$ cat src/wqm_pkg.sv
// Shared types, constants and a helper function for the word query matcher.
package wqm_pkg;

	// Longest query that can match
	localparam int unsigned QUERY_MAX = 32;
	// Lines per page after reset
	localparam logic [15:0] RESET_LINES_PER_PAGE = 16'd50;
	// Smallest page size that takes effect
	localparam logic [15:0] MIN_LINES_PER_PAGE = 16'd2;
	localparam logic [7:0] NEWLINE_BYTE = 8'h0A;
	localparam logic [31:0] SAT32 = 32'hFFFF_FFFF;
	localparam logic [5:0] LETTER_POS_MAX = 6'd63;

	// Register indexes on the configuration port
	localparam logic [2:0] REG_QUERY_LENGTH = 3'd0;
	localparam logic [2:0] REG_QUERY_LO = 3'd1;
	localparam logic [2:0] REG_QUERY_MID_LO = 3'd2;
	localparam logic [2:0] REG_QUERY_MID_HI = 3'd3;
	localparam logic [2:0] REG_QUERY_HI = 3'd4;
	localparam logic [2:0] REG_LINES_PER_PAGE = 3'd5;

	// Configuration as seen by the front end
	typedef struct packed {
		logic [5:0]   query_length;
		logic [255:0] query_chars;
		logic [15:0]  lines_per_page;
	} wqm_cfg_t;

	// One classified event passed from front to back
	typedef struct packed {
		logic        is_match;
		logic        is_final;
		logic        word_present;
		logic [31:0] page_number;
	} wqm_event_t;

	// Increment that stops at all ones
	function automatic logic [31:0] sat_inc(input logic [31:0] v);
		sat_inc = (v == SAT32) ? v : v + 32'd1;
	endfunction

endpackage

$ cat src/wqm_regs.sv
// APB configuration registers of the word query matcher.
module wqm_regs
	import wqm_pkg::*;
(
	input  logic        clk,
	input  logic        arst_n,
	input  logic        psel,
	input  logic        penable,
	input  logic        pwrite,
	input  logic [5:0]  paddr,
	input  logic [63:0] pwdata,
	output logic [63:0] prdata,
	output logic        pready,
	output wqm_cfg_t    cfg
);

	logic [5:0]  query_length_q;
	logic [63:0] query_lo_q;
	logic [63:0] query_mid_lo_q;
	logic [63:0] query_mid_hi_q;
	logic [63:0] query_hi_q;
	logic [15:0] lines_per_page_q;
	logic        wr_en;
	logic [2:0]  reg_index;

	assign pready    = 1'b1;
	assign wr_en     = psel & penable & pwrite;
	assign reg_index = paddr[5:3];

	// Write the addressed register; drop writes past the list
	always_ff @(posedge clk or negedge arst_n) begin
		if (!arst_n) begin
			query_length_q   <= 6'd0;
			query_lo_q       <= 64'd0;
			query_mid_lo_q   <= 64'd0;
			query_mid_hi_q   <= 64'd0;
			query_hi_q       <= 64'd0;
			lines_per_page_q <= RESET_LINES_PER_PAGE;
		end else if (wr_en) begin
			unique case (reg_index)
				REG_QUERY_LENGTH:   query_length_q   <= pwdata[5:0];
				REG_QUERY_LO:       query_lo_q       <= pwdata;
				REG_QUERY_MID_LO:   query_mid_lo_q   <= pwdata;
				REG_QUERY_MID_HI:   query_mid_hi_q   <= pwdata;
				REG_QUERY_HI:       query_hi_q       <= pwdata;
				REG_LINES_PER_PAGE: lines_per_page_q <= pwdata[15:0];
				default: ;
			endcase
		end
	end

	// Read back the addressed register
	always_comb begin
		unique case (reg_index)
			REG_QUERY_LENGTH:   prdata = {58'd0, query_length_q};
			REG_QUERY_LO:       prdata = query_lo_q;
			REG_QUERY_MID_LO:   prdata = query_mid_lo_q;
			REG_QUERY_MID_HI:   prdata = query_mid_hi_q;
			REG_QUERY_HI:       prdata = query_hi_q;
			REG_LINES_PER_PAGE: prdata = {48'd0, lines_per_page_q};
			default:            prdata = 64'd0;
		endcase
	end

	assign cfg.query_length   = query_length_q;
	assign cfg.query_chars    = {query_hi_q, query_mid_hi_q, query_mid_lo_q, query_lo_q};
	assign cfg.lines_per_page = lines_per_page_q;

endmodule

$ cat src/wqm_front.sv
// Front end: takes text items, tracks word, letter prefix, line and page, emits events.
module wqm_front
	import wqm_pkg::*;
(
	input  logic       clk,
	input  logic       arst_n,
	input  wqm_cfg_t   cfg,
	input  logic       in_valid,
	input  logic [7:0] text_byte,
	input  logic       end_of_text,
	output logic       in_ready,
	output logic       ev_push,
	output wqm_event_t ev,
	input  logic       ev_full
);

	logic        inside_word_q;
	logic [5:0]  letter_pos_q;
	logic        still_equal_q;
	logic        prefix_open_q;
	logic [15:0] line_q;
	logic [31:0] page_q;

	logic        accept;
	logic        is_space;
	logic        is_letter;
	logic        is_newline;
	logic [15:0] lpp;
	logic [16:0] line_next;
	logic        page_wrap;
	logic [31:0] page_after_nl;
	logic [15:0] line_after_nl;
	logic        word_match;
	logic [7:0]  query_byte;
	logic        letter_miss;

	assign in_ready = ~ev_full;
	assign accept   = in_valid & in_ready;

	// Classify the byte
	assign is_space   = (text_byte == 8'h20) || ((text_byte >= 8'h09) && (text_byte <= 8'h0D));
	assign is_letter  = ((text_byte >= 8'h41) && (text_byte <= 8'h5A)) ||
	                    ((text_byte >= 8'h61) && (text_byte <= 8'h7A));
	assign is_newline = (text_byte == NEWLINE_BYTE);

	// Advance line and page on a newline
	assign lpp           = (cfg.lines_per_page < MIN_LINES_PER_PAGE) ? MIN_LINES_PER_PAGE
	                                                                 : cfg.lines_per_page;
	assign line_next     = {1'b0, line_q} + 17'd1;
	assign page_wrap     = is_newline && (line_next >= {1'b0, lpp});
	assign page_after_nl = page_wrap ? sat_inc(page_q) : page_q;
	assign line_after_nl = !is_newline ? line_q : (page_wrap ? 16'd0 : line_next[15:0]);

	// Compare the next prefix letter with the query
	assign query_byte  = cfg.query_chars[{letter_pos_q[4:0], 3'b000} +: 8];
	assign letter_miss = (letter_pos_q >= cfg.query_length) || letter_pos_q[5] ||
	                     (query_byte != text_byte);
	assign word_match  = still_equal_q && ({1'b0, cfg.query_length} <= 7'(QUERY_MAX)) &&
	                     (letter_pos_q == cfg.query_length);

	// Build the event for a finished word or end of text
	always_comb begin
		ev.is_match     = word_match & inside_word_q;
		ev.is_final     = end_of_text;
		ev.word_present = inside_word_q;
		ev.page_number  = 32'd0;
		ev_push         = 1'b0;
		if (end_of_text) begin
			ev_push        = accept;
			ev.page_number = inside_word_q ? page_q : 32'd0;
		end else if (is_space && inside_word_q) begin
			ev_push        = accept;
			ev.page_number = page_after_nl;
		end
	end

	// Update word and line state on each accepted item
	always_ff @(posedge clk or negedge arst_n) begin
		if (!arst_n) begin
			inside_word_q <= 1'b0;
			letter_pos_q  <= 6'd0;
			still_equal_q <= 1'b1;
			prefix_open_q <= 1'b1;
			line_q        <= 16'd1;
			page_q        <= 32'd0;
		end else if (accept) begin
			if (end_of_text || is_space) begin
				inside_word_q <= 1'b0;
				letter_pos_q  <= 6'd0;
				still_equal_q <= 1'b1;
				prefix_open_q <= 1'b1;
			end else begin
				inside_word_q <= 1'b1;
				if (prefix_open_q) begin
					if (is_letter) begin
						if (letter_miss) begin
							still_equal_q <= 1'b0;
						end
						if (letter_pos_q < LETTER_POS_MAX) begin
							letter_pos_q <= letter_pos_q + 6'd1;
						end
					end else begin
						prefix_open_q <= 1'b0;
					end
				end
			end
			if (end_of_text) begin
				line_q <= 16'd1;
				page_q <= 32'd0;
			end else begin
				line_q <= line_after_nl;
				page_q <= page_after_nl;
			end
		end
	end

endmodule

$ cat src/wqm_queue.sv
// Short event queue between front and back ends.
module wqm_queue
	import wqm_pkg::*;
#(
	parameter int unsigned DEPTH = 4
) (
	input  logic       clk,
	input  logic       arst_n,
	input  logic       push,
	input  wqm_event_t push_data,
	output logic       full,
	input  logic       pop,
	output wqm_event_t pop_data,
	output logic       not_empty
);

	localparam int unsigned AW = (DEPTH > 1) ? $clog2(DEPTH) : 1;
	localparam int unsigned CW = $clog2(DEPTH + 1);

	wqm_event_t      entry_q [DEPTH];
	logic [AW-1:0]   wr_ptr_q;
	logic [AW-1:0]   rd_ptr_q;
	logic [CW-1:0]   count_q;

	assign full      = (count_q == CW'(DEPTH));
	assign not_empty = (count_q != '0);
	assign pop_data  = entry_q[rd_ptr_q];

	// Store pushed events
	always_ff @(posedge clk) begin
		if (push) begin
			entry_q[wr_ptr_q] <= push_data;
		end
	end

	// Advance pointers and count
	always_ff @(posedge clk or negedge arst_n) begin
		if (!arst_n) begin
			wr_ptr_q <= '0;
			rd_ptr_q <= '0;
			count_q  <= '0;
		end else begin
			if (push) begin
				wr_ptr_q <= (wr_ptr_q == AW'(DEPTH - 1)) ? '0 : wr_ptr_q + AW'(1);
			end
			if (pop) begin
				rd_ptr_q <= (rd_ptr_q == AW'(DEPTH - 1)) ? '0 : rd_ptr_q + AW'(1);
			end
			if (push && !pop) begin
				count_q <= count_q + CW'(1);
			end else if (pop && !push) begin
				count_q <= count_q - CW'(1);
			end
		end
	end

endmodule

$ cat src/wqm_back.sv
// Back end: keeps the running totals and holds the result item for the output.
module wqm_back
	import wqm_pkg::*;
(
	input  logic        clk,
	input  logic        arst_n,
	input  logic        ev_valid,
	input  wqm_event_t  ev,
	output logic        ev_pop,
	output logic        out_valid,
	input  logic        out_ready,
	output logic        is_match,
	output logic        is_final,
	output logic        word_present,
	output logic [31:0] page_number,
	output logic [31:0] words_seen,
	output logic [31:0] matches_seen
);

	logic        out_valid_q;
	logic [31:0] word_total_q;
	logic [31:0] match_total_q;
	logic [31:0] word_next;
	logic [31:0] match_next;
	logic        is_match_q;
	logic        is_final_q;
	logic        word_present_q;
	logic [31:0] page_q;

	// Take the next event when the output is free or being taken
	assign ev_pop     = ev_valid && (!out_valid_q || out_ready);
	assign word_next  = ev.word_present ? sat_inc(word_total_q) : word_total_q;
	assign match_next = ev.is_match ? sat_inc(match_total_q) : match_total_q;

	// Hold totals and valid
	always_ff @(posedge clk or negedge arst_n) begin
		if (!arst_n) begin
			out_valid_q   <= 1'b0;
			word_total_q  <= 32'd0;
			match_total_q <= 32'd0;
		end else begin
			if (ev_pop) begin
				out_valid_q   <= 1'b1;
				word_total_q  <= word_next;
				match_total_q <= match_next;
			end else if (out_ready) begin
				out_valid_q <= 1'b0;
			end
		end
	end

	// Load result payload
	always_ff @(posedge clk) begin
		if (ev_pop) begin
			is_match_q     <= ev.is_match;
			is_final_q     <= ev.is_final;
			word_present_q <= ev.word_present;
			page_q         <= ev.page_number;
		end
	end

	assign out_valid    = out_valid_q;
	assign is_match     = is_match_q;
	assign is_final     = is_final_q;
	assign word_present = word_present_q;
	assign page_number  = page_q;
	assign words_seen   = word_total_q;
	assign matches_seen = match_total_q;

endmodule

$ cat src/word_query_matcher.sv
// Top level of the streaming whole-word query matcher.
//
//  Channel  Direction  Payload
//  s_*      in         tdata[7:0] text_byte; tuser[0] end_of_text
//  m_*      out        tdata page_number, words_seen, matches_seen;
//                      tuser is_match, is_final, word_present
//  APB      in/out     64-bit registers at 8*i: query_length, four query words,
//                      lines_per_page
//
// One input item per cycle is taken while the event queue has room; a result
// passes through the event queue and then the output register on its way out.
// The front end sets the rate: one byte each cycle through the classifier while the queue has room.
// Reset is asynchronous and clears all control state and the totals.
// A stalled output first fills the queue, then s_tready drops.
module word_query_matcher
	import wqm_pkg::*;
#(
	parameter int unsigned QUEUE_DEPTH = 4
) (
	input  logic        clk,
	input  logic        arst_n,
	input  logic        s_tvalid,
	output logic        s_tready,
	input  logic [7:0]  s_tdata,   // [7:0] text_byte
	input  logic        s_tuser,   // [0] end_of_text
	output logic        m_tvalid,
	input  logic        m_tready,
	output logic [95:0] m_tdata,   // [31:0] page_number, [63:32] words_seen,
	                               // [95:64] matches_seen
	output logic [2:0]  m_tuser,   // [0] is_match, [1] is_final, [2] word_present
	input  logic        psel,
	input  logic        penable,
	input  logic        pwrite,
	input  logic [5:0]  paddr,
	input  logic [63:0] pwdata,
	output logic [63:0] prdata,
	output logic        pready
);

	wqm_cfg_t   cfg;
	wqm_event_t push_ev;
	wqm_event_t pop_ev;
	logic       ev_push;
	logic       ev_full;
	logic       ev_pop;
	logic       ev_valid;

	wqm_regs u_regs (
		.clk     (clk),
		.arst_n  (arst_n),
		.psel    (psel),
		.penable (penable),
		.pwrite  (pwrite),
		.paddr   (paddr),
		.pwdata  (pwdata),
		.prdata  (prdata),
		.pready  (pready),
		.cfg     (cfg)
	);

	wqm_front u_front (
		.clk         (clk),
		.arst_n      (arst_n),
		.cfg         (cfg),
		.in_valid    (s_tvalid),
		.text_byte   (s_tdata),
		.end_of_text (s_tuser),
		.in_ready    (s_tready),
		.ev_push     (ev_push),
		.ev          (push_ev),
		.ev_full     (ev_full)
	);

	wqm_queue #(
		.DEPTH (QUEUE_DEPTH)
	) u_queue (
		.clk       (clk),
		.arst_n    (arst_n),
		.push      (ev_push),
		.push_data (push_ev),
		.full      (ev_full),
		.pop       (ev_pop),
		.pop_data  (pop_ev),
		.not_empty (ev_valid)
	);

	wqm_back u_back (
		.clk          (clk),
		.arst_n       (arst_n),
		.ev_valid     (ev_valid),
		.ev           (pop_ev),
		.ev_pop       (ev_pop),
		.out_valid    (m_tvalid),
		.out_ready    (m_tready),
		.is_match     (m_tuser[0]),
		.is_final     (m_tuser[1]),
		.word_present (m_tuser[2]),
		.page_number  (m_tdata[31:0]),
		.words_seen   (m_tdata[63:32]),
		.matches_seen (m_tdata[95:64])
	);

endmodule
$ cat config.mk
export PLATFORM = sky130hd
export DESIGN_NAME = word_query_matcher
export DESIGN_NICKNAME = d
export VERILOG_FILES = /design/src/wqm_pkg.sv /design/src/wqm_regs.sv /design/src/wqm_front.sv /design/src/wqm_queue.sv /design/src/wqm_back.sv /design/src/word_query_matcher.sv
export SDC_FILE = /design/constraint.sdc
export NUM_CORES = 1
export LEC_CHECK = 0
export BUFFER_PORTS_ARGS = -buffer_cell sky130_fd_sc_hd__buf_2
export CORE_UTILIZATION = 35
export CTS_CLUSTER_DIAMETER = 100
export DETAILED_ROUTE_END_ITERATION = 6
export PLACE_DENSITY_LB_ADDON = 0.05
export SLEW_MARGIN = 20
export SYNTH_ARGS = -nofsm -noshare
export SYNTH_HDL_FRONTEND = slang
export SYNTH_SLANG_ARGS = --single-unit
$ cat constraint.sdc
create_clock -name clk -period 4.05 [get_ports clk]
set_input_delay 0.405 -clock clk [delete_from_list [all_inputs] [get_ports clk]]
set_output_delay 0.405 -clock clk [all_outputs]
set_load 0.05 [all_outputs]
# Word-level counts from Yosys, hierarchy flattened
# Memory sizes are Yosys's and may differ from the RTL's.
# Index checks and enable logic that the tools add are counted.
[op_classes]
reduce_logical = 39
order_cmp = 11
mul = 0
mux = 33
eq_ne = 15
n_addsub = 9
n_div = 0
shifts = 1
bitwise = 7
[ops]
columns = ["operator", "count"]
rows = [
  ["$pmux W64 S6", 1],
  ["$shiftx A256 B9 Y8", 1],
  ["$mux W32", 6],
  ["$add A32 B1 Y32 const B", 3],
  ["$eq A32 B32 Y1 const B", 3],
  ["$mux W16", 4],
  ["$mux W6", 4],
  ["$add A16 B1 Y17 const B", 1],
  ["$ge A17 B16 Y1", 1],
  ["$ge A8 B7 Y1 const B", 2],
  ["$le A8 B7 Y1 const B", 2],
  ["$lt A16 B2 Y1 const B", 1],
  ["$mux W1", 14],
  ["$reduce_and A2 Y1", 7],
  ["$reduce_bool A2 Y1", 7],
  ["$logic_and A1 B1 Y1", 10],
  ["$eq A3 B3 Y1 const B", 3],
  ["$eq A8 B4 Y1 const B", 1],
  ["$eq A8 B6 Y1 const B", 1],
  ["$ge A8 B4 Y1 const B", 1],
  ["$le A8 B4 Y1 const B", 1],
  ["$ne A8 B8 Y1", 1],
  ["$reduce_and A4 Y1", 2],
  ["$add A6 B1 Y6 const B", 1],
  ["19 further kinds", 37],
]
[totals]
latchBits = 0
ram_bits = 140
reg_bits = 442
mem_bits_ro = 0
n_memories = 1
in_bits = 86
[mem_list]
columns = ["name", "words", "width", "read_ports", "rd_ports_with_merged_regs", "write_ports", "line_no", "source"]
rows = [
  ["u_queue.entry_q", 4, 35, 1, 0, 1, "wqm_queue.sv:20", "wqm_event_t entry_q [DEPTH];"],
]

# Depth between registers and ports, before layout
# Gate-level depths: netlist of the first run.
[logic_depth]
ltp_word = 10
mapped_depth = 15
depth_no_buf = 14

# Cells and area by module
# Synthesis of the first run repeated with hierarchy kept, for this count alone.
[unflattened]
cells_unflattened = 2319
hier_area_um2 = 29963.7
[modules_own_cells]
columns = ["mod", "cells_per_inst", "area_per_inst_um2", "seq_area_each_um2", "instances"]
rows = [
  ["wqm_regs", 857, 12509.5, 6960.4, 1],
  ["wqm_front", 905, 7699.9, 1430.1, 1],
  ["wqm_queue", 220, 5524.0, 4379.2, 1],
  ["wqm_back", 337, 4230.3, 2677.6, 1],
]

# Worst setup path before layout of the first run
# OpenSTA, ideal clock, no wires.
[synth_timing]
path_kind = "reg2reg"
from = "reg u_back.out_valid_q, in the netlist u_back.out_valid"
to = "reg u_back.word_total_q[30], in the netlist u_back.words_seen[30]"
arrival_ns = 4.038
stages_incl_launch_ff = 8
path_buffers = 0
required_time_ns = 3.909
setup_time_ns = 0.141
setup_slack_ns = -0.129
cell_sequence = "dfrtp_1 a21oi_1 nand2_1 a21oi_2 nand3_1 nor3_1 nand4_1 xnor2_1"
[synth_via]
elab_chain_len = 4
[synth_lines]
columns = ["item", "line_no", "source"]
rows = [
  ["start, declared", "wqm_back.sv:20", "logic out_valid_q;"],
  ["start signal, assigned", "wqm_back.sv:38", "out_valid_q <= 1'b0;"],
  ["start signal, assigned", "wqm_back.sv:43", "out_valid_q <= 1'b1;"],
  ["start signal, assigned", "wqm_back.sv:47", "out_valid_q <= 1'b0;"],
  ["$logic_not A1 Y1", "wqm_back.sv:31", "assign ev_pop = ev_valid && (!out_valid_q || out_ready);"],
  ["$logic_or A1 B1 Y1", "wqm_back.sv:31", ""],
  ["$logic_and A1 B1 Y1", "wqm_back.sv:31", ""],
  ["named net ev_pop", "word_query_matcher.sv:45", "logic ev_pop;"],
  ["$reduce_and A3 Y1 (no source line)", "-", ""],
  ["end signal, assigned", "wqm_back.sv:44", "word_total_q <= word_next;"],
  ["end, declared", "wqm_back.sv:21", "logic [31:0] word_total_q;"],
]
# The timed path passes the listed nets, and every way through them passes these cells.
# A chain may end at the register's enable or synchronous reset.

==> metrics.log, run 1 <==
INFO  metric status = finished with violations
INFO  metric violations = design-rule violations
INFO  metric drt-total-wl = 86900 um
INFO  metric io-pin-count = 252
INFO  metric core_area = 80700 um^2
INFO  metric drt_first_iter_violations = 1187
INFO  metric routed_wire_length_per_instance = 24.0 um
INFO  metric yosysSeqAreaShare = 54.0%
INFO  metric finalWorstPathRequiredPeriod = 3.82 ns
INFO  metric post_synth_xor_area_fraction = 2.76%
INFO  metric cts_sinks = 582
INFO  metric first_pass_grt_wire_length = 130000 um
INFO  metric clock_insertion_delay_worst_skew = 0.60 ns
INFO  metric worst_hold_path_type = in -> reg
INFO  metric syn2layout_area_growth = 18.0%
INFO  metric fin_tns_setup = 0 ns
INFO  metric nNetsFinal = 2623
INFO  metric place.gp.congestion = 0.859
INFO  metric tightest_slew = 1.11 ns
INFO  metric main_combinational_cell_family_by_area_after_synthesis = multiplexers
INFO  metric detailed_place_hpwl = 60000 um
INFO  metric die_area = 82800 um^2
INFO  metric clock_path_buffers = 3
INFO  metric yosys_cell_types = 86
INFO  metric setup_viol_count_final = 0
INFO  metric max_clock_freq = 0.262 GHz
INFO  metric worst_endpoint_required_time = 4.52 ns
INFO  metric largest_net_degree_at_the_start_of_global_routing = 92
INFO  metric critical_path.startpoint = u_front.line_q[0]
INFO  metric count_of_antenna_violating_nets_left_after_detailed_routing = 0
INFO  metric critical_path.max_fanout = 14
INFO  metric groute.usage.overall = 21.0%
INFO  metric synthCells = 2257
INFO  metric p_per_area = 580 nW/um^2
INFO  metric reg2regPathDepth = 16
INFO  metric die_width = 288 um
INFO  metric worst-endpoint-arrival = 4.29 ns
INFO  metric rsz_0062_raised_after_global_routing = true
INFO  metric globalRoute.totalOverflow = 0
INFO  metric fill_cells = 7626
INFO  metric synth.cell_area = 28600 um^2
INFO  metric tritoncts_clock_tree = yes
INFO  metric hold_viol = 0
INFO  metric critical_path.endpoint_type = flop
INFO  metric yosys.area_share.simple = 9.62%
INFO  metric maxCapViolCount = 0
INFO  metric viasPerCell = 5.43
INFO  metric num_vias = 19650
INFO  metric synth-edff-count = 175
INFO  metric critical_path.startpoint_type = flop
INFO  metric cts.root.buffer_cell = sky130_fd_sc_hd__clkbuf_16
INFO  metric power.static_leakage = 14.1 nW
INFO  metric vdd_drop_max = 0.335 mV
INFO  metric postSynthNetCount = 2377
INFO  metric fraction_of_the_cycle_the_final_worst_path_needs = 94.2%
INFO  metric synth.mux.area_fraction = 20.1%
INFO  metric cts_buffers = 70
INFO  metric post-route-drc-count = 40
INFO  metric first_pass_iters = 7
INFO  metric endpoint = u_queue.entry_q[3][4]
INFO  metric asyncSetResetFlopFracSynth = 69.9%
INFO  metric finClkSkew = 0.0149 ns
INFO  metric htree_levels = 3
INFO  metric initial_antenna_violation_count = 19
INFO  metric ys.warnings.count = 0
INFO  metric timing.slew.headroom = 25.6%
INFO  metric ys.flop_type = sky130_fd_sc_hd__dfrtp_1
INFO  metric register_to_register_setup_slack = 0.23 ns
INFO  metric synth-adder-area-share = 1.51%
INFO  metric worstReg2RegStart = u_front.line_q[0]
INFO  metric critical_path.reg2reg.endpoint = u_queue.entry_q[3][4]
INFO  metric clk_pin_slew_worst_paths = 0.06 ns
INFO  metric postLayoutCoreUtil = 41.8%
INFO  metric port_buffers = 247
INFO  metric layout-drive-gt1-share = 32.0%
INFO  metric critical_path_type = reg -> reg
INFO  metric grt_pass1_vias = 20036
INFO  metric synth_area_per_cell = 12.7 um^2
INFO  metric die-height = 288 um
INFO  metric fp-row-count = 104
INFO  metric synth-seq-cells = 582
INFO  metric share_of_the_synthesized_area_in_compound_gates_ao_oa_aoi_oai = 8.95%
INFO  metric timing_max_transition_violations_final = 0
INFO  metric start_util = 35.4%
==> worst min path at each step <==
stage                               start                     end  slack, ns  depth (start not counted)
finish                         pwdata[27]   u_regs.query_hi_q[27]       0.08                          2
global route                   pwdata[38]   u_regs.query_hi_q[38]       0.05                          2
CTS                            pwdata[38]   u_regs.query_hi_q[38]       0.03                          2
detailed placement  u_back.words_seen[27]   u_back.words_seen[27]       0.48                          1
global placement    u_back.words_seen[27]   u_back.words_seen[27]       0.47                          1
floorplan                          arst_n  u_back.matches_seen[0]       0.11                          0
==> repair_timing <==
| item | in CTS | in global routing |
|---|---|---|
| hold endpoints to repair | 82 | 0 |
| setup endpoints to repair | 0 | 72 |
| gates resized for setup | 0 | 13 |
| hold buffers | 2 | 0 |
| buffers inserted | 0 | 2 |
==> kinds of logic after synthesis <==
| kind of cell | Yosys count |
|---|---|
| fa+ha+maj | 34 |
| xor+xnor | 90 |
| buf+inv | 194 |
| flops | 582 |
| mux | 444 |
| compound gates | 361 |
| other cells | 1 |
| simple gates | 551 |
==> where the power goes <==
group | internal, mW | switching [mW]
registers | 7.22 | 0.878
clock network | 3.92 | 2.53
logic | 1.92 | 3.09
==> cell type report <==
cell class | instances | area, um^2 | area share, %
flip-flops and latches | 582 | 15500 | 45.8
multi-input cells | 1481 | 12400 | 36.7
repair buffers | 321 | 2030 | 6.03
clock buffers | 95 | 1970 | 5.84
well taps | 1060 | 1330 | 3.93
clock inverters | 30 | 369 | 1.09
inverters | 47 | 176 | 0.523
diodes | 3 | 7.51 | 0.0223
==> flip-flops by register name, summed over array words and instances (netlist names), 2 cells and up <==
name                     count
u_regs.lines_per_page_q     16
u_queue.rd_ptr_q             2
u_regs.query_length_q        6
u_front.line_q              16
u_back.matches_seen         32
u_regs.query_mid_hi_q       64
u_regs.query_hi_q           64
u_back.page_number          32
u_queue.entry_q            140
u_regs.query_mid_lo_q       64
u_front.letter_pos_q         6
u_regs.query_lo_q           64
u_queue.count_q              3
u_queue.wr_ptr_q             2
u_front.page_q              32
u_back.words_seen           32
==> cell usage in the layout (no fill, tap or decap), types with 39 or more instances in the layout <==
cell / n
sky130_fd_sc_hd__a22oi_1: 119
sky130_fd_sc_hd__buf_2: 246
sky130_fd_sc_hd__buf_4: 54
sky130_fd_sc_hd__clkbuf_16: 74
sky130_fd_sc_hd__dfrtp_1: 398
sky130_fd_sc_hd__edfxtp_1: 175
sky130_fd_sc_hd__inv_1: 45
sky130_fd_sc_hd__mux2_2: 276
sky130_fd_sc_hd__mux2i_1: 94
sky130_fd_sc_hd__mux4_2: 67
sky130_fd_sc_hd__nand2_1: 188
sky130_fd_sc_hd__nand3_1: 63
sky130_fd_sc_hd__nand4_1: 39
sky130_fd_sc_hd__nor2_1: 84
sky130_fd_sc_hd__o21ai_0: 79
sky130_fd_sc_hd__xnor2_1: 60
==> Yosys cell counts (all sizes together) (14+ instances only) <==
| master | number | area share [%] |
|---|---|---|
| o21ai | 82 | 1.4 |
| mux2i | 94 | 3.3 |
| dfrtp | 401 | 35 |
| and2 | 20 | 0.44 |
| nand3 | 65 | 1.2 |
| inv | 45 | 0.59 |
| nand4 | 39 | 0.85 |
| nor3 | 35 | 0.70 |
| clkbuf | 97 | 1.3 |
| mux4 | 74 | 5.9 |
| a21oi | 35 | 0.67 |
| edfxtp | 175 | 18 |
| and3 | 29 | 0.63 |
| nor2 | 89 | 1.2 |
| nor2b | 16 | 0.35 |
| xnor2 | 60 | 1.8 |
| nor4 | 17 | 0.39 |
| mux2 | 276 | 11 |
| buf | 50 | 1.1 |
| a221o | 19 | 0.67 |
| ha | 33 | 1.4 |
| xor2 | 30 | 0.92 |
| and4 | 14 | 0.43 |
| nand2 | 191 | 2.5 |
| a22oi | 119 | 3.1 |
==> metal layers <==
| layer | track usage, % | routed length [um] |
|---|---|---|
| met5 | 0 | 77 |
| met4 | 6.19 | 2400 |
| met3 | 3.36 | 3220 |
| met2 | 37.5 | 45200 |
| met1 | 25.9 | 36000 |
==> critical path, cell delays in order (launching register included) <==
cell and delay [ns]:
sky130_fd_sc_hd__dfstp_2 0.53, sky130_fd_sc_hd__ha_1 0.19, sky130_fd_sc_hd__and3_1 0.20, sky130_fd_sc_hd__and2_2 0.16, sky130_fd_sc_hd__nand3_1 0.09, sky130_fd_sc_hd__xnor2_1 0.16, sky130_fd_sc_hd__ha_1 0.32, sky130_fd_sc_hd__nand4_1 0.17
sky130_fd_sc_hd__nor4_1 0.32, sky130_fd_sc_hd__a211oi_1 0.08, sky130_fd_sc_hd__a21o_2 0.25, sky130_fd_sc_hd__a21boi_2 0.21, sky130_fd_sc_hd__buf_12 0.18, sky130_fd_sc_hd__nand4b_1 0.17, sky130_fd_sc_hd__or3_1 0.34, sky130_fd_sc_hd__o21ai_1 0.14
sky130_fd_sc_hd__buf_4 0.17
==> through the flow <==
stage | instance area [um^2] | cells | hold slack [ns] | setup WS (ns) | total power, mW
floorplan | 28600 | 2257 | 0.109 | 0.299 | 11.6
detailed placement | 31300 | 3487 | 0.476 | 0.0474 | 13.3
CTS | 33700 | 3614 | 0.0327 | 0.0375 | 19.9
finish | 33700 | 3619 | 0.0795 | 0.234 | 19.6
global placement | 31300 | 3487 | 0.473 | 0.0355 | 13.2
global route | 33700 | 3618 | 0.0466 | -0.0570 | 20.5
No activity file was read; power rests on OpenSTA's default activity.
==> run 2, diff against run 1 <==
--- a/config.mk
+++ b/config.mk
@@ -6,7 +6,8 @@
 export NUM_CORES = 1
 export LEC_CHECK = 0
 export BUFFER_PORTS_ARGS = -buffer_cell sky130_fd_sc_hd__buf_2
-export CORE_UTILIZATION = 35
+export CORE_ASPECT_RATIO = 2
+export CORE_UTILIZATION = 45
 export CTS_CLUSTER_DIAMETER = 100
 export DETAILED_ROUTE_END_ITERATION = 6
 export PLACE_DENSITY_LB_ADDON = 0.05
==> metrics.log, run 2 (synthesis results as in run 1) <==
INFO  metric vdd_drop_max = 0.369 mV
INFO  metric detailed_place.area = 31000 um^2
INFO  metric place.gp.congestion = 0.905
INFO  metric post-route-drc-count = 0
INFO  metric first_pass_iters = 5
INFO  metric finClkSkew = 0.0201 ns
INFO  metric finalWorstPathRequiredPeriod = 3.92 ns
INFO  metric critical_path.startpoint_type = flop
INFO  metric share_of_power_burned_in_registers = 44.2%
INFO  metric critical_path.startpoint = u_front.line_q[0]
INFO  metric cts_sinks = 582
INFO  metric fp-row-count = 130
INFO  metric tritoncts_clock_tree = yes
INFO  metric max_flop_register = u_queue.entry_q
INFO  metric detailed_place_hpwl = 58800 um
INFO  metric largest_register_ff_count = 140
INFO  metric p_per_area = 558 nW/um^2
INFO  metric core_area = 62800 um^2
INFO  metric status = finished, final reports clean
INFO  metric clock_insertion_delay_worst_skew = 0.61 ns
INFO  metric cts_buffers = 54
INFO  metric setup_viol_count_final = 0
INFO  metric worst_endpoint_required_time = 4.44 ns
INFO  metric globalRoute.totalOverflow = 0
INFO  metric power = 18.4 mW
INFO  metric pwr-share-comb = 27.0%
INFO  metric timing_max_transition_violations_final = 0
INFO  metric cell_internal_pwr = 12.2 mW
INFO  metric critical_path.endpoint_type = flop
INFO  metric fraction_of_the_cycle_the_final_worst_path_needs = 96.7%
INFO  metric holdPathStages = 2
INFO  metric grt_pass1_vias = 20695
INFO  metric endpoint = u_queue.entry_q[1][30]
INFO  metric largest_net_degree_at_the_start_of_global_routing = 96
INFO  metric critical_path_type = reg -> reg
INFO  metric final_critical_path_setup_slack = 0.133 ns
INFO  metric groute.usage.overall = 25.9%
INFO  metric mostFrequentLayoutCell = sky130_fd_sc_hd__dfrtp_1
INFO  metric critical_path.max_fanout = 8
INFO  metric fill_cells = 5494
INFO  metric nNetsFinal = 2615
INFO  metric initial_antenna_violation_count = 9
INFO  metric max_clock_freq = 0.255 GHz
INFO  metric final_design_area_no_fill = 32900 um^2
INFO  metric viasPerCell = 5.95
INFO  metric critical_path.reg2reg.endpoint = u_queue.entry_q[1][30]
INFO  metric mostFrequentLayoutCells = sky130_fd_sc_hd__dfrtp_1, sky130_fd_sc_hd__mux2_2, sky130_fd_sc_hd__buf_2, sky130_fd_sc_hd__nand2_1, sky130_fd_sc_hd__edfxtp_1
INFO  metric power.static_leakage = 13.9 nW
INFO  metric worst_hold_path_type = in -> reg
INFO  metric die_width = 180 um
INFO  metric htree_levels = 2
INFO  metric placed_cells_incl_taps = 3221
INFO  metric final-instance-count-excl-fill = 3336
INFO  metric maxCapViolCount = 0
INFO  metric clock_path_buffers = 3
INFO  metric proportion_of_total_power_due_to_net_switching = 33.8%
INFO  metric worstReg2RegStart = u_front.line_q[0]
INFO  metric timing.slew.headroom = 37.1%
INFO  metric count_of_antenna_violating_nets_left_after_detailed_routing = 0
INFO  metric drt-total-wl = 83100 um
INFO  metric num_vias = 19833
INFO  metric start_util = 45.5%
INFO  metric hold_viol = 0
INFO  metric io-pin-count = 252
INFO  metric cts.root.buffer_cell = sky130_fd_sc_hd__clkbuf_16
INFO  metric reg2regPathDepth = 15
INFO  metric register_to_register_setup_slack = 0.13 ns
INFO  metric routed_wire_length_per_instance = 24.9 um
INFO  metric drt_first_iter_violations = 1095
INFO  metric net_load_switching_power = 6.21 mW
INFO  metric die_area = 64600 um^2
INFO  metric tightest_slew = 0.944 ns
INFO  metric clockPowerShare = 28.8%
INFO  metric port_buffers = 247
INFO  metric layout-drive-gt1-share = 31.4%
INFO  metric first_pass_grt_wire_length = 127000 um
INFO  metric place_worst_setup_slack = -0.0806 ns
INFO  metric syn2layout_area_growth = 15.2%
INFO  metric clk_pin_slew_worst_paths = 0.07 ns
INFO  metric die-height = 358 um
INFO  metric worst-endpoint-arrival = 4.31 ns
==> run 2: what timing repair did <==
item	4_1_cts	5_1_grt
hold buffers	2	0
resized for setup	5	12
pin swaps	0	8
setup buffers	0	8
setup endpoints to repair	16	86
endpoints found under the hold margin	89	0
==> run 2: layer usage <==
metal  share of wire, %  track usage [%]
met1                 37             29.0
met2                 54             48.7
met3                4.3             3.22
met4                4.5             12.1
met5              0.029                0
==> run 2: final cells by class <==
class / count / area, um^2 / area share (%)
Antenna cell: 6 / 15.0 / 0.0456
Sequential cell: 582 / 15500 / 46.9
Clock inverter: 20 / 256 / 0.779
Inverter: 47 / 176 / 0.536
Clock buffer: 79 / 1540 / 4.67
Tap cell: 792 / 991 / 3.01
Timing Repair Buffer: 329 / 2090 / 6.35
Multi-Input combinational cell: 1481 / 12400 / 37.7
==> run 2: worst min path at each step <==
stage / slack (ns) / startpoint / end
6_report: 0.06 / pwdata[63] / u_regs.query_mid_lo_q[63]
5_1_grt: 0.05 / pwdata[57] / u_regs.query_mid_lo_q[57]
4_1_cts: 0.03 / pwdata[63] / u_regs.query_mid_lo_q[63]
3_5_place_dp: 0.48 / u_back.matches_seen[30] / u_back.matches_seen[30]
3_3_place_gp: 0.47 / u_back.words_seen[27] / u_back.words_seen[27]
2_1_floorplan: 0.11 / arst_n / u_back.matches_seen[0]
==> run 2: worst max-delay path, cell delays in order (launching register included) <==
cell and delay, ns:
sky130_fd_sc_hd__dfstp_2 0.54, sky130_fd_sc_hd__ha_2 0.20, sky130_fd_sc_hd__and3_4 0.22, sky130_fd_sc_hd__and2_2 0.16, sky130_fd_sc_hd__nand3_1 0.09, sky130_fd_sc_hd__xnor2_1 0.16
sky130_fd_sc_hd__ha_1 0.32, sky130_fd_sc_hd__nand4_1 0.14, sky130_fd_sc_hd__nor4_2 0.30, sky130_fd_sc_hd__a211oi_1 0.08, sky130_fd_sc_hd__a21o_2 0.29, sky130_fd_sc_hd__a21bo_4 0.27
sky130_fd_sc_hd__buf_4 0.15, sky130_fd_sc_hd__nor3_2 0.34, sky130_fd_sc_hd__a21oi_1 0.12, sky130_fd_sc_hd__a31oi_1 0.29
==> run 2: stage by stage <==
stage	hold WS, ns	util [%]	TNS (ns)
2_1_floorplan	0.109	-	0
3_3_place_gp	0.469	49.3	-0.426
3_5_place_dp	0.479	49.3	-0.545
4_1_cts	0.0322	52.3	0
5_1_grt	0.0516	52.4	-0.0911
6_report	0.0649	52.4	0
==> run 2: power by group through the flow <==
stage | sequential (mW) | clock (mW) | combinational (mW)
finish | 8.12 | 5.29 | 4.95
global route | 8.26 | 5.65 | 5.30
CTS | 8.14 | 5.44 | 5.01
detailed placement | 8.25 | 0 | 4.99
global placement | 8.20 | 0 | 4.92
floorplan | 8.53 | 0 | 3.05
